[src/rtl/lpp_pkg.sv]
// Package with the shared types and constants of the lossless pixel predictor.
package lpp_pkg;

  localparam int PIX_W    = 8;
  localparam int VAL_W    = 9;
  localparam int ROW_W    = 16;
  localparam int LWIDTH_W = 13;
  localparam int MODE_W   = 3;
  localparam int APB_AW   = 4;
  localparam int APB_DW   = 32;

  localparam logic [MODE_W-1:0] MODE_NONE    = 3'd0;
  localparam logic [MODE_W-1:0] MODE_LEFT    = 3'd1;
  localparam logic [MODE_W-1:0] MODE_TOP     = 3'd2;
  localparam logic [MODE_W-1:0] MODE_AVERAGE = 3'd3;
  localparam logic [MODE_W-1:0] MODE_PAETH   = 3'd4;
  localparam logic [MODE_W-1:0] MODE_MED     = 3'd5;

  localparam logic DIR_ENCODE = 1'b0;
  localparam logic DIR_DECODE = 1'b1;

  localparam logic [1:0] REG_DIRECTION    = 2'd0;
  localparam logic [1:0] REG_PRED_MODE    = 2'd1;
  localparam logic [1:0] REG_LINE_WIDTH   = 2'd2;
  localparam logic [1:0] REG_FRAME_HEIGHT = 2'd3;

  localparam logic [MODE_W-1:0]   RST_MODE   = MODE_LEFT;
  localparam logic [LWIDTH_W-1:0] RST_WIDTH  = 13'd512;
  localparam logic [ROW_W-1:0]    RST_HEIGHT = 16'd512;

  localparam logic [PIX_W-1:0] PIX_MID = 8'd128;
  localparam logic [PIX_W-1:0] PIX_MAX = 8'd255;

  typedef struct packed {
    logic                direction;
    logic [MODE_W-1:0]   mode;
    logic [LWIDTH_W-1:0] line_width;
    logic [ROW_W-1:0]    frame_height;
  } lpp_cfg_t;

  // Position of an item inside the frame, fixed at the input transfer.
  typedef struct packed {
    logic first_col;
    logic first_row;
    logic row_end;
    logic frame_end;
  } lpp_pos_t;

endpackage

[src/rtl/lpp_cfg.sv]
// Configuration register file behind the APB-style port.
module lpp_cfg
  import lpp_pkg::*;
(
  input  logic              clk,
  input  logic              rst_n,
  input  logic              psel,
  input  logic              penable,
  input  logic              pwrite,
  input  logic [APB_AW-1:0] paddr,
  input  logic [APB_DW-1:0] pwdata,
  output logic [APB_DW-1:0] prdata,
  output lpp_cfg_t          cfg
);

  lpp_cfg_t   cfg_r;
  logic       wr_en;
  logic [1:0] reg_idx;

  assign reg_idx = paddr[3:2];
  assign wr_en   = psel & penable & pwrite;
  assign cfg     = cfg_r;

  always_ff @(posedge clk) begin
    if (!rst_n) begin
      cfg_r.direction    <= DIR_ENCODE;
      cfg_r.mode         <= RST_MODE;
      cfg_r.line_width   <= RST_WIDTH;
      cfg_r.frame_height <= RST_HEIGHT;
    end else if (wr_en) begin
      case (reg_idx)
        REG_DIRECTION:    cfg_r.direction    <= pwdata[0];
        REG_PRED_MODE:    cfg_r.mode         <= pwdata[MODE_W-1:0];
        REG_LINE_WIDTH:   cfg_r.line_width   <= pwdata[LWIDTH_W-1:0];
        REG_FRAME_HEIGHT: cfg_r.frame_height <= pwdata[ROW_W-1:0];
        default: ;
      endcase
    end
  end

  always_comb begin
    prdata = '0;
    case (reg_idx)
      REG_DIRECTION:    prdata[0]            = cfg_r.direction;
      REG_PRED_MODE:    prdata[MODE_W-1:0]   = cfg_r.mode;
      REG_LINE_WIDTH:   prdata[LWIDTH_W-1:0] = cfg_r.line_width;
      REG_FRAME_HEIGHT: prdata[ROW_W-1:0]    = cfg_r.frame_height;
      default:          prdata               = '0;
    endcase
  end

endmodule

[config.mk]
export PLATFORM = sky130hd
export DESIGN_NAME = lpp_cfg
export DESIGN_NICKNAME = d
export VERILOG_FILES = /design/src/rtl/lpp_pkg.sv /design/src/rtl/lpp_cfg.sv
export SDC_FILE = /design/constraint.sdc
export NUM_CORES = 1
export LEC_CHECK = 0
export ABC_AREA = 1
export BUFFER_PORTS_ARGS = -buffer_cell sky130_fd_sc_hd__clkbuf_2
export CORE_MARGIN = 8
export CORE_UTILIZATION = 43
export DETAILED_ROUTE_END_ITERATION = 10
export PLACE_DENSITY = 0.8
export SLEW_MARGIN = 20
export SYNTH_ARGS = -nofsm -noshare
export SYNTH_HDL_FRONTEND = slang
export SYNTH_SLANG_ARGS = --single-unit
[constraint.sdc]
create_clock -name clk -period 1.1 [get_ports clk]
set_input_delay 0.11 -clock clk [delete_from_list [all_inputs] [get_ports clk]]
set_output_delay 0.11 -clock clk [all_outputs]
set_load 0.005 [all_outputs]
==> results.json <==
{
  "status": "completed",
  "maxSlewViolCount": 0,
  "vias_per_cell": 4.69,
  "antenna_cells": 0,
  "dp_hpwl_um": 3480,
  "root_buffer": "clkbuf_8",
  "power.density_mw_per_mm2": 1110,
  "critical_path_peak_fanout": 3,
  "ir_drop_mv": 0.717,
  "syn_area_per_cell_sq_um": 6.81,
  "clock.fmax_mhz": 949,
  "leakage_nw": 1.16,
  "path_clk_slew_ps": 60,
  "cp-start-kind": "flip-flop",
  "seqPwrFrac": 0.497,
  "rows": 23,
  "worstSkewPairLatency_ps": 270,
  "overflow": 0,
  "stdcell_area_sq_mm": 0.00225,
  "yosysSeqAreaShare": 0.385,
  "syn_area_sq_mm": 0.00172,
  "clock-sinks": 33,
  "wl_per_cell_um": 12.5,
  "design.portCount": 106,
  "drc_errors": 0,
  "core-area_sq_mm": 0.00391,
  "fp.dieW_um": 79.2,
  "area_delta_synth_final_pct": 30.9,
  "timing.final.crit_share": 0.958,
  "path_class": "flip-flop to primary output",
  "holdBufCountCts": 0,
  "gp_congestion": 0.734,
  "synth_seq_cells": 33,
  "grt_util_all_layers": 0.143,
  "largest_register_ffs": 33,
  "clockPowerShare": 0.358,
  "combPwrFrac": 0.145,
  "cp_data_required_time_ps": 990,
  "routed_wl_um": 4740,
  "grt_pass1_vias": 1603,
  "dr_total_vias": 1779,
  "cts_tree": "built",
  "drive_above_1_share": 0.307,
  "finalHoldViolCount": 0,
  "synthCells": 252,
  "worstPathCellList": "a22o_1 -> clkbuf_2",
  "worstSetupEndpointType": "primary output",
  "drtPass1Iterations": 4,
  "h-tree-depth": 2,
  "hp-class": "primary input to flip-flop",
  "dpl_cell_area_sq_mm": 0.00212,
  "p_int_mw": 1.88,
  "drt_iter0_drc": 103,
  "clockBufferDepth": 2,
  "dieHeight_um": 79.2,
  "p_total_mw": 2.50,
  "power_switching_mw": 0.625,
  "grt_max_degree": 34,
  "p_sw_frac": 0.250,
  "grt_pass1_wl_um": 7290,
  "antenna_left": 0,
  "die_area_sq_mm": 0.00627,
  "worst-path-buf-inv": 1,
  "min_period_ps": 1050,
  "port_buffers": 71,
  "antenna_found_initial": 0,
  "clock_skew_ps": 0,
  "path_delay_family": "flip-flops",
  "cts_inserted_buffers": 5,
  "synth_warnings": 0,
  "ys_types": 19,
  "max-cap-violations": 0,
  "arrival_ps": 940,
  "critPathSlowestCell": "dfxtp_1",
  "finalSetupViolCount": 0,
  "critical-path-max-stage-delay_ps": 320,
  "final_nets": 370,
  "start_util": 0.439
}
## power groups by stage
| stage | registers, mW | clock network, mW | logic (mW) |
|---|---|---|---|
| finish | 1.24 | 0.895 | 0.363 |
| global route | 1.25 | 0.980 | 0.403 |
| CTS | 1.24 | 0.916 | 0.347 |
| detailed placement | 1.27 | 0 | 0.346 |
| global placement | 1.27 | 0 | 0.342 |
| floorplan | 1.27 | 0 | 0.234 |
## timing repair
action	in CTS	in global routing
endpoints found under the setup margin	0	3
endpoints found under the hold margin	0	0
resized for setup	0	5
setup buffers	0	1
## kinds of logic after synthesis
family,Yosys count,synth area share
AO/OA/AOI/OAI,14,0.0627
buffers and inverters,51,0.173
other,1,0.00218
AND/OR/NAND/NOR,153,0.377
flip-flops,33,0.385
## cell usage after synthesis (all sizes together)
master,instances,area share
nor2,69,0.16
nand2,47,0.11
nand3,36,0.10
dfxtp,33,0.38
buf,28,0.12
inv,22,0.048
a22o,10,0.051
o21ai,3,0.0087
a21oi,1,0.0029
clkbuf,1,0.0080
conb,1,0.0022
nand4,1,0.0036
## worst reg2reg max path, stage by stage, from the launching register on
cell and delay, ps:
dfxtp_1 330, a21oi_1 130, nor2_1 70
## cells in the final DEF, fill, tap and decap left out
cell / count
inv_2: 3
nand3_1: 36
nor2_1: 64
buf_12: 5
a21oi_1: 1
clkbuf_16: 1
clkbuf_1: 1
nand4_1: 1
a22o_1: 10
buf_2: 1
inv_1: 19
dfxtp_1: 31
o21ai_0: 3
nor2_4: 2
nor2_2: 3
nand2_1: 46
conb_1: 16
dfxtp_2: 2
clkbuf_2: 70
clkbuf_8: 6
nand2_4: 1
buf_4: 7
## stage by stage
step           utilization  setup WS [ps]  hold slack (ps)  std cells  TNS (ps)
2_1_floorplan            -            274              236        267         0
3_3_place_gp         0.543           68.3              346        370         0
3_5_place_dp         0.543           75.4              343        370         0
4_1_cts              0.565           38.0             55.7        377         0
5_1_grt              0.574          -4.99             56.8        379     -4.99
6_report             0.574           46.7             58.8        379         0
## area by class of cell
| class | instances | area [sq um] |
|---|---|---|
| flip-flops and latches | 33 | 663 |
| fillers | 401 | 1670 |
| well taps | 50 | 62.6 |
| multi-input cells | 183 | 820 |
| inverters | 22 | 82.6 |
| repair buffers | 84 | 533 |
| clock buffers | 7 | 86.3 |
## metal layers
metal	part of all wire	up-vias	global-route usage
met5	0	-	0
met4	0.012	0	0.0611
met3	0.080	5	0.0440
met2	0.48	59	0.235
met1	0.43	806	0.166
li1	-	909	-
## worst paths after layout
kind | depth (start not counted) | slack [ps] | to | from
max | 2 | 50 | prdata[7] | cfg[7]$_SDFFE_PN0P_
min | 3 | 60 | cfg[29]$_SDFFE_PN1P_ | pwdata[0]
max reg2reg | 2 | 470 | cfg[32]$_SDFFE_PN0P_ | cfg[32]$_SDFFE_PN0P_
min reg2reg | 2 | 490 | cfg[15]$_SDFFE_PN0P_ | cfg[15]$_SDFFE_PN0P_
No activity file was read; power rests on OpenSTA's default activity.
