`src/rtl/lpp_pkg.sv`:
```
// Package with the shared types and constants of the lossless pixel predictor.
package lpp_pkg;

  localparam int PIX_W    = 8;
  localparam int VAL_W    = 9;
  localparam int ROW_W    = 16;
  localparam int LWIDTH_W = 13;
  localparam int MODE_W   = 3;
  localparam int APB_AW   = 4;
  localparam int APB_DW   = 32;

  localparam logic [MODE_W-1:0] MODE_NONE    = 3'd0;
  localparam logic [MODE_W-1:0] MODE_LEFT    = 3'd1;
  localparam logic [MODE_W-1:0] MODE_TOP     = 3'd2;
  localparam logic [MODE_W-1:0] MODE_AVERAGE = 3'd3;
  localparam logic [MODE_W-1:0] MODE_PAETH   = 3'd4;
  localparam logic [MODE_W-1:0] MODE_MED     = 3'd5;

  localparam logic DIR_ENCODE = 1'b0;
  localparam logic DIR_DECODE = 1'b1;

  localparam logic [1:0] REG_DIRECTION    = 2'd0;
  localparam logic [1:0] REG_PRED_MODE    = 2'd1;
  localparam logic [1:0] REG_LINE_WIDTH   = 2'd2;
  localparam logic [1:0] REG_FRAME_HEIGHT = 2'd3;

  localparam logic [MODE_W-1:0]   RST_MODE   = MODE_LEFT;
  localparam logic [LWIDTH_W-1:0] RST_WIDTH  = 13'd512;
  localparam logic [ROW_W-1:0]    RST_HEIGHT = 16'd512;

  localparam logic [PIX_W-1:0] PIX_MID = 8'd128;
  localparam logic [PIX_W-1:0] PIX_MAX = 8'd255;

  typedef struct packed {
    logic                direction;
    logic [MODE_W-1:0]   mode;
    logic [LWIDTH_W-1:0] line_width;
    logic [ROW_W-1:0]    frame_height;
  } lpp_cfg_t;

  // Position of an item inside the frame, fixed at the input transfer.
  typedef struct packed {
    logic first_col;
    logic first_row;
    logic row_end;
    logic frame_end;
  } lpp_pos_t;

endpackage

```
`src/rtl/lpp_pred.sv`:
```
// Neighbor prediction and residual or reconstruction arithmetic.
module lpp_pred
  import lpp_pkg::*;
(
  input  lpp_cfg_t                  cfg,
  input  lpp_pos_t                  pos,
  input  logic signed [VAL_W-1:0]   sample,
  input  logic [PIX_W-1:0]          left,
  input  logic [PIX_W-1:0]          top,
  input  logic [PIX_W-1:0]          top_left,
  output logic [PIX_W-1:0]          pixel,
  output logic signed [VAL_W-1:0]   result
);

  logic [PIX_W-1:0]   pred;
  logic [PIX_W-1:0]   avg;
  logic [PIX_W-1:0]   paeth;
  logic [PIX_W-1:0]   med;
  logic [PIX_W-1:0]   lo;
  logic [PIX_W-1:0]   hi;
  logic signed [10:0] pa;
  logic signed [10:0] pb;
  logic signed [10:0] pc;
  logic signed [10:0] d_a;
  logic signed [10:0] d_b;
  logic signed [10:0] d_c;
  logic signed [10:0] l_s;
  logic signed [10:0] t_s;
  logic signed [10:0] tl_s;
  logic signed [10:0] med_grad;
  logic signed [9:0]  recon;

  assign l_s  = signed'({3'b000, left});
  assign t_s  = signed'({3'b000, top});
  assign tl_s = signed'({3'b000, top_left});

  // Paeth distances of p = left + top - top_left to each neighbor.
  always_comb begin
    d_a = t_s - tl_s;
    d_b = l_s - tl_s;
    d_c = l_s + t_s - (tl_s <<< 1);
    pa  = (d_a < 0) ? -d_a : d_a;
    pb  = (d_b < 0) ? -d_b : d_b;
    pc  = (d_c < 0) ? -d_c : d_c;
    if ((pa <= pb) && (pa <= pc)) begin
      paeth = left;
    end else if (pb <= pc) begin
      paeth = top;
    end else begin
      paeth = top_left;
    end
  end

  always_comb begin
    avg      = PIX_W'(({1'b0, left} + {1'b0, top}) >> 1);
    lo       = (left < top) ? left : top;
    hi       = (left > top) ? left : top;
    med_grad = l_s + t_s - tl_s;
    if (top_left >= hi) begin
      med = lo;
    end else if (top_left <= lo) begin
      med = hi;
    end else begin
      // Strictly between lo and hi, so the gradient stays in 0..255.
      med = med_grad[PIX_W-1:0];
    end
  end

  always_comb begin
    if (pos.first_col && pos.first_row) begin
      pred = PIX_MID;
    end else begin
      case (cfg.mode)
        MODE_NONE: pred = '0;
        MODE_TOP:  pred = pos.first_row ? PIX_MID : top;
        MODE_AVERAGE, MODE_PAETH, MODE_MED: begin
          if (pos.first_col) begin
            pred = top;
          end else if (pos.first_row) begin
            pred = left;
          end else if (cfg.mode == MODE_AVERAGE) begin
            pred = avg;
          end else if (cfg.mode == MODE_PAETH) begin
            pred = paeth;
          end else begin
            pred = med;
          end
        end
        default:   pred = pos.first_col ? PIX_MID : left;
      endcase
    end
  end

  always_comb begin
    recon = 10'(sample) + signed'({2'b00, pred});
    if (cfg.direction == DIR_ENCODE) begin
      pixel  = sample[VAL_W-1] ? '0 : sample[PIX_W-1:0];
      result = signed'({1'b0, pixel}) - signed'({1'b0, pred});
    end else begin
      if (recon < 0) begin
        pixel = '0;
      end else if (recon > 10'sd255) begin
        pixel = PIX_MAX;
      end else begin
        pixel = recon[PIX_W-1:0];
      end
      result = signed'({1'b0, pixel});
    end
  end

endmodule

```
`config.mk`:
```
export PLATFORM = sky130hd
export DESIGN_NAME = lpp_pred
export DESIGN_NICKNAME = d
export VERILOG_FILES = /design/src/rtl/lpp_pkg.sv /design/src/rtl/lpp_pred.sv
export SDC_FILE = /design/constraint.sdc
export NUM_CORES = 1
export LEC_CHECK = 0
export BUFFER_PORTS_ARGS = -buffer_cell sky130_fd_sc_hd__buf_2
export CAP_MARGIN = 20
export CORE_MARGIN = 1
export CORE_UTILIZATION = 61
export DETAILED_ROUTE_END_ITERATION = 16
export GPL_ROUTABILITY_DRIVEN = 0
export PLACE_DENSITY = 0.81
export SLEW_MARGIN = 20
export SYNTH_ARGS = -nofsm -noshare
export SYNTH_HDL_FRONTEND = slang
export SYNTH_SLANG_ARGS = --single-unit
```
`constraint.sdc`:
```
create_clock -name vclk -period 13.33
set_input_delay 1.9995 -clock vclk [all_inputs]
set_output_delay 1.9995 -clock vclk [all_outputs]
set_load 0.01 [all_outputs]
```
==> reports/metrics.csv, run 1 <==
metric,value,unit
IO Count,87,
PwrDens,100,nW/µm²
Slew Limit Fails,0,
crit path time final,12.72,ns
"Period Utilization, post-route",0.954,
Setup Crit Path Kind,input pin to output port,
cell mode on critical path,a21oi_1,
Seq cells,0,
first-pass GRT wire length,27.2,mm
Die Width,99.2,µm
Int Power,0.000262,W
Synth Cell Area,5770,µm²
DP Wirelength,13.9,mm
Slew HR,0.314,
HP Class,input pin to output port,
initial antenna violation count,0,
Initial DRC Count,479,
setup TNS,0,ns
"Seq/Total Area, Yosys",0,
post-route cell area,6210,µm²
RSZ-0062 raised after global routing,no,
Pleak,3.05,nW
drt total wl,16.9,mm
# nets final,1052,
area post-placement,6180,µm²
share of cells above drive strength 1,0.119,
Die Height,99.2,µm
result of the run,"complete, no violations",
WHS Endpoint,pixel[5],
fin util,0.675,
Hold Crit Start,sample[5],
Netlist cell types,83,
CP endpoint kind,output port,
routed via count,6353,
PortBufs,56,
pin count of the biggest net entering global routing,22,
Crit path max-delay family,compound AO/OA/AOI/OAI gates,
CP max-delay cell,or2_2,
Syn. warnings,0,
Max-Cap Viols,0,
hold depth,4,
CP required,11.33,ns
WP buf/inv,6,
CTS Hold Bufs,0,
vias in the first global route,5874,
critical path startpoint,top[1],
Switching Power,0.000361,W
fillers,765,
DR vias/cell,6.52,
# diodes,0,
clock power share,0,
Final Setup Violations,0,
Startpoint Class,input pin,
Routed WL per cell,17.4,µm
total global routing overflow,0,
layout overhead on the synthesized area,7.66,%
Max Freq,78.6,MHz
All-Layer GR Usage,0.334,
full die area,9840,µm²
Max stage delay on crit path,0.38,ns
Syn Inst Count,811,
Sw Ratio,0.579,
Finished Layout Cells,974,
Fin. Hold Viols,0,
Storage cell area,0,µm²
crit-path max FO,14,
Critical Path AT,10.72,ns
Residual DRC,0,
Row Count,35,
CORE AREA,9200,µm²
Layout clock buffers,0,
dpl cells,972,
register share of total power,0,
Starting Density,0.627,
combinational share of power,1.000,
syn_area_per_cell,7.11,µm²
Peak VDD IR,0.0578,mV
DRT Pass-1 Iters,5,
DRT antenna net count,0,
measured slew at the worst slew-check pin,1.03,ns
worst hold slack,4.40,ns
==> worst max-delay path by stage <==
stage                     slack, ns  cells after the start        to
after global routing          0.009                     45  pixel[4]
after global placement         0.65                     42  pixel[4]
after floorplan                1.81                     45  pixel[5]
after CTS                      0.33                     45  pixel[4]
final                          0.61                     46  pixel[4]
after detailed placement       0.35                     45  pixel[4]
==> per-stage QoR <==
stage | worst slack [ns] | power (W)
after floorplan | 1.81 | 0.000459
after CTS | 0.328 | 0.000603
after global placement | 0.654 | 0.000573
final | 0.607 | 0.000623
after global routing | 0.00949 | 0.000685
after detailed placement | 0.347 | 0.000600
==> cells in the mapped netlist, types with 4 or more instances <==
master	number	area, µm²
or2_2	4	25.0
ha_1	112	1400
o221ai_1	6	52.6
a21boi_0	4	30.0
xor2_1	24	210
o211ai_1	16	120
a211oi_1	11	82.6
o21bai_1	10	75.1
o311ai_0	6	52.6
nor3b_1	6	45.0
o21ai_0	47	235
o211ai_2	4	50.1
o211a_1	4	40.0
o21a_1	15	113
fa_1	5	100
nand4_1	11	68.8
nand2b_1	13	81.3
a211o_1	5	43.8
xnor2_1	30	263
a31oi_1	9	56.3
a21oi_1	72	360
mux2_2	6	67.6
and2_1	9	56.3
nor2b_1	14	87.6
nor3_1	6	30.0
and3_1	5	31.3
nor2_1	85	319
o31ai_1	5	37.5
inv_1	58	218
clkbuf_1	19	71.3
nand3b_1	4	30.0
mux2i_1	15	150
nand3_1	21	105
nand2_1	55	206
a21o_1	31	233
==> timing repair <==
item / 4_1_cts / 5_1_grt
buffers inserted: 0 / 2
endpoints found under the setup margin: 0 / 14
endpoints found under the hold margin: 0 / 0
resized for setup: 0 / 5
==> routing by layer <==
layer | GRT usage | share of wire | vias up
met4 | 0.136 | 0.045 | 0
met2 | 0.580 | 0.45 | 313
met1 | 0.433 | 0.42 | 2874
met5 | 0 | 0 | -
met3 | 0.0169 | 0.080 | 55
li1 | - | - | 3111
==> power by group through the flow <==
stage | Clock, W | Sequential, W | Combinational (W)
CTS | 0 | 0 | 0.000603
floorplan | 0 | 0 | 0.000459
global route | 0 | 0 | 0.000685
detailed placement | 0 | 0 | 0.000600
global placement | 0 | 0 | 0.000573
finish | 0 | 0 | 0.000623
==> final cells by class <==
| type | instances | area, µm² | share of cell area |
|---|---|---|---|
| well taps | 111 | 139 | 0.0224 |
| inverters | 58 | 218 | 0.0351 |
| repair buffers | 66 | 355 | 0.0572 |
| multi-input cells | 739 | 5500 | 0.885 |
==> logic make-up after synthesis <==
kind of cell	Yosys count	synth area share
other cells	2	0.00130
xor+xnor	55	0.0849
buf+inv	80	0.0549
compound gates	286	0.346
simple gates	249	0.212
fa+ha+maj	117	0.260
mux	22	0.0404
==> worst min-delay path, cell delays in order <==
cell and delay [ns]:
buf_2 0.11, inv_1 0.07, o311ai_1 0.09, buf_2 0.14
==> layout by cell type, fill, tap and decap left out, types with 9 or more instances in the layout <==
master	n
nand2b_1	13
conb_1	10
xnor2_1	30
xor2_1	22
nor2_1	85
buf_4	10
a21oi_1	72
buf_2	56
o21ai_0	46
o21bai_1	10
nand3_1	21
nand2_1	55
ha_1	112
and2_1	9
o21a_1	15
a211oi_1	11
inv_1	58
mux2i_1	15
nand4_1	11
nor2b_1	14
o211ai_1	16
a21o_1	31
a31oi_1	9
(Power assumes the default switching activity.)
==> run 2: changes to the inputs <==
--- a/config.mk
+++ b/config.mk
@@ -7,11 +7,12 @@
 export LEC_CHECK = 0
 export BUFFER_PORTS_ARGS = -buffer_cell sky130_fd_sc_hd__buf_2
 export CAP_MARGIN = 20
+export CORE_ASPECT_RATIO = 0.75
 export CORE_MARGIN = 1
-export CORE_UTILIZATION = 61
+export CORE_UTILIZATION = 56
 export DETAILED_ROUTE_END_ITERATION = 16
 export GPL_ROUTABILITY_DRIVEN = 0
-export PLACE_DENSITY = 0.81
+export PLACE_DENSITY = 0.78
 export SLEW_MARGIN = 20
 export SYNTH_ARGS = -nofsm -noshare
 export SYNTH_HDL_FRONTEND = slang
==> constraint.sdc (replaced) <==
create_clock -name vclk -period 11
set_input_delay 1.65 -clock vclk [all_inputs]
set_output_delay 1.65 -clock vclk [all_outputs]
set_load 0.01 [all_outputs]
==> reports/metrics.csv, run 2 (synthesis results as in run 1) <==
metric,value,unit,change
result of the run,"finished, violations left",,
failing checks,negative setup slack,,
initial antenna violation count,0,,unchanged
drt total wl,21.4,mm,+26%
DRT antenna net count,0,,unchanged
top sig layer,met4,,
CP endpoint kind,output port,,
Routed WL per cell,19.4,µm,+11%
full die area,10700,µm²,+8.8%
"Period Utilization, post-route",1.01,,
routed via count,7251,,+14%
Max-Cap Viols,0,,unchanged
vias in the first global route,6684,,+14%
Row Count,31,,-11%
Residual DRC,0,,unchanged
fillers,689,,-9.9%
Finished Layout Cells,1104,,+13%
RSZ-0062 raised after global routing,yes,,
Max Freq,90.0,MHz,
Starting Density,0.588,,-0.0394
"most common cell after layout, fill and taps aside",buf_4,,
most frequent cells in the layout,"buf_4 (112), ha_1 (100), nor2_1 (78)",,
first-pass GRT wire length,31.3,mm,+15%
Max stage delay on crit path,0.30,ns,-0.08 ns
dpl cells,1081,,+11%
layout overhead on the synthesized area,31.1,%,
CTS Hold Bufs,0,,unchanged
crit-path max FO,7,,-7
measured slew at the worst slew-check pin,1.01,ns,-0.0153 ns
total global routing overflow,0,,unchanged
Die Height,89.9,µm,-9.4%
share of cells above drive strength 1,0.280,,+0.160
Pleak,3.67,nW,+21%
Slew HR,0.323,,+0.00808
Fin. Hold Viols,0,,unchanged
pin count of the biggest net entering global routing,22,,unchanged
routed wl met2,9.43,mm,+24%
Initial DRC Count,1027,,+110%
DRT Pass-1 Iters,6,,+1
post-route cell area,7560,µm²,+22%
Slew Limit Fails,0,,unchanged
fin util,0.770,,+0.0950
Layout clock buffers,0,,unchanged
crit path time final,11.11,ns,
pre-CTS setup slack,-0.683,ns,-1.03 ns
routed length on met3,2.24,mm,+65%
area post-placement,6860,µm²,+11%
HP Class,input pin to output port,,
met1 wire length,8.78,mm,+22%
# diodes,0,,unchanged
All-Layer GR Usage,0.353,,+0.0184
# nets final,1161,,+10%
Seq cells,0,,unchanged
Setup Crit Path Kind,input pin to output port,,
Die Width,119,µm,+20%
PortBufs,56,,unchanged
Critical Path AT,9.46,ns,-1.26 ns
PwrDens,133,nW/µm²,+32%
IO Count,87,,unchanged
Setup WS post-layout,-0.111,ns,-0.718 ns
CP max-delay cell,ha_1,,
Storage cell area,0,µm²,unchanged
DP Wirelength,15.9,mm,+15%
CORE AREA,9810,µm²,+6.7%
DR vias/cell,6.57,,+0.70%
CP required,9.35,ns,-1.98 ns
Peak VDD IR,0.0883,mV,+53%
Startpoint Class,input pin,,
Final Setup Violations,14,,+14
## run 2: critical path, delay by kind of cell
family	cells	cell delay (ns)
adders and majority gates	4	0.99
xor gates and xnor gates	2	0.57
buffers and inverters	6	0.86
muxes	1	0.16
and+or+nand+nor	7	0.94
AOI/OAI and AO/OA	26	4.23
## run 2: layer usage
metal / global-route usage / vias up
met5: 0 / -
met2: 0.569 / 468
met1: 0.484 / 3344
met3: 0.0431 / 123
met4: 0.114 / 0
li1: - / 3316
## run 2: report_power, final
group          switching (W)  total [W]  internal, W
Sequential                 0          0            0
Combinational       0.000538    0.00100     0.000464
Clock                      0          0            0
## run 2: path summary, 6_finish.rpt
kind	depth (start not counted)	slack (ns)	startpoint	end
worst max-delay path	46	-0.11	left[1]	pixel[1]
worst min-delay path	4	3.70	sample[7]	pixel[7]
## run 2: metrics by stage
stage | hold slack (ns) | power, W | setup TNS (ns)
after global placement | 3.69 | 0.000789 | -4.10
after CTS | 3.69 | 0.000862 | 0
after global routing | 3.73 | 0.00107 | -7.13
after detailed placement | 3.69 | 0.000832 | -8.20
final | 3.70 | 0.00100 | -1.21
after floorplan | 3.47 | 0.000556 | 0
## run 2: cell type report
| class | instances | area, µm² | share of cell area |
|---|---|---|---|
| multi-input cells | 739 | 5920 | 0.784 |
| repair buffers | 175 | 1250 | 0.165 |
| inverters | 58 | 220 | 0.0291 |
| well taps | 132 | 165 | 0.0219 |
## run 2: repair_timing
item,CTS,global route
gates cloned,0,1
resized for setup,25,85
pin swaps,13,56
setup endpoints to repair,15,16
setup buffers,11,12
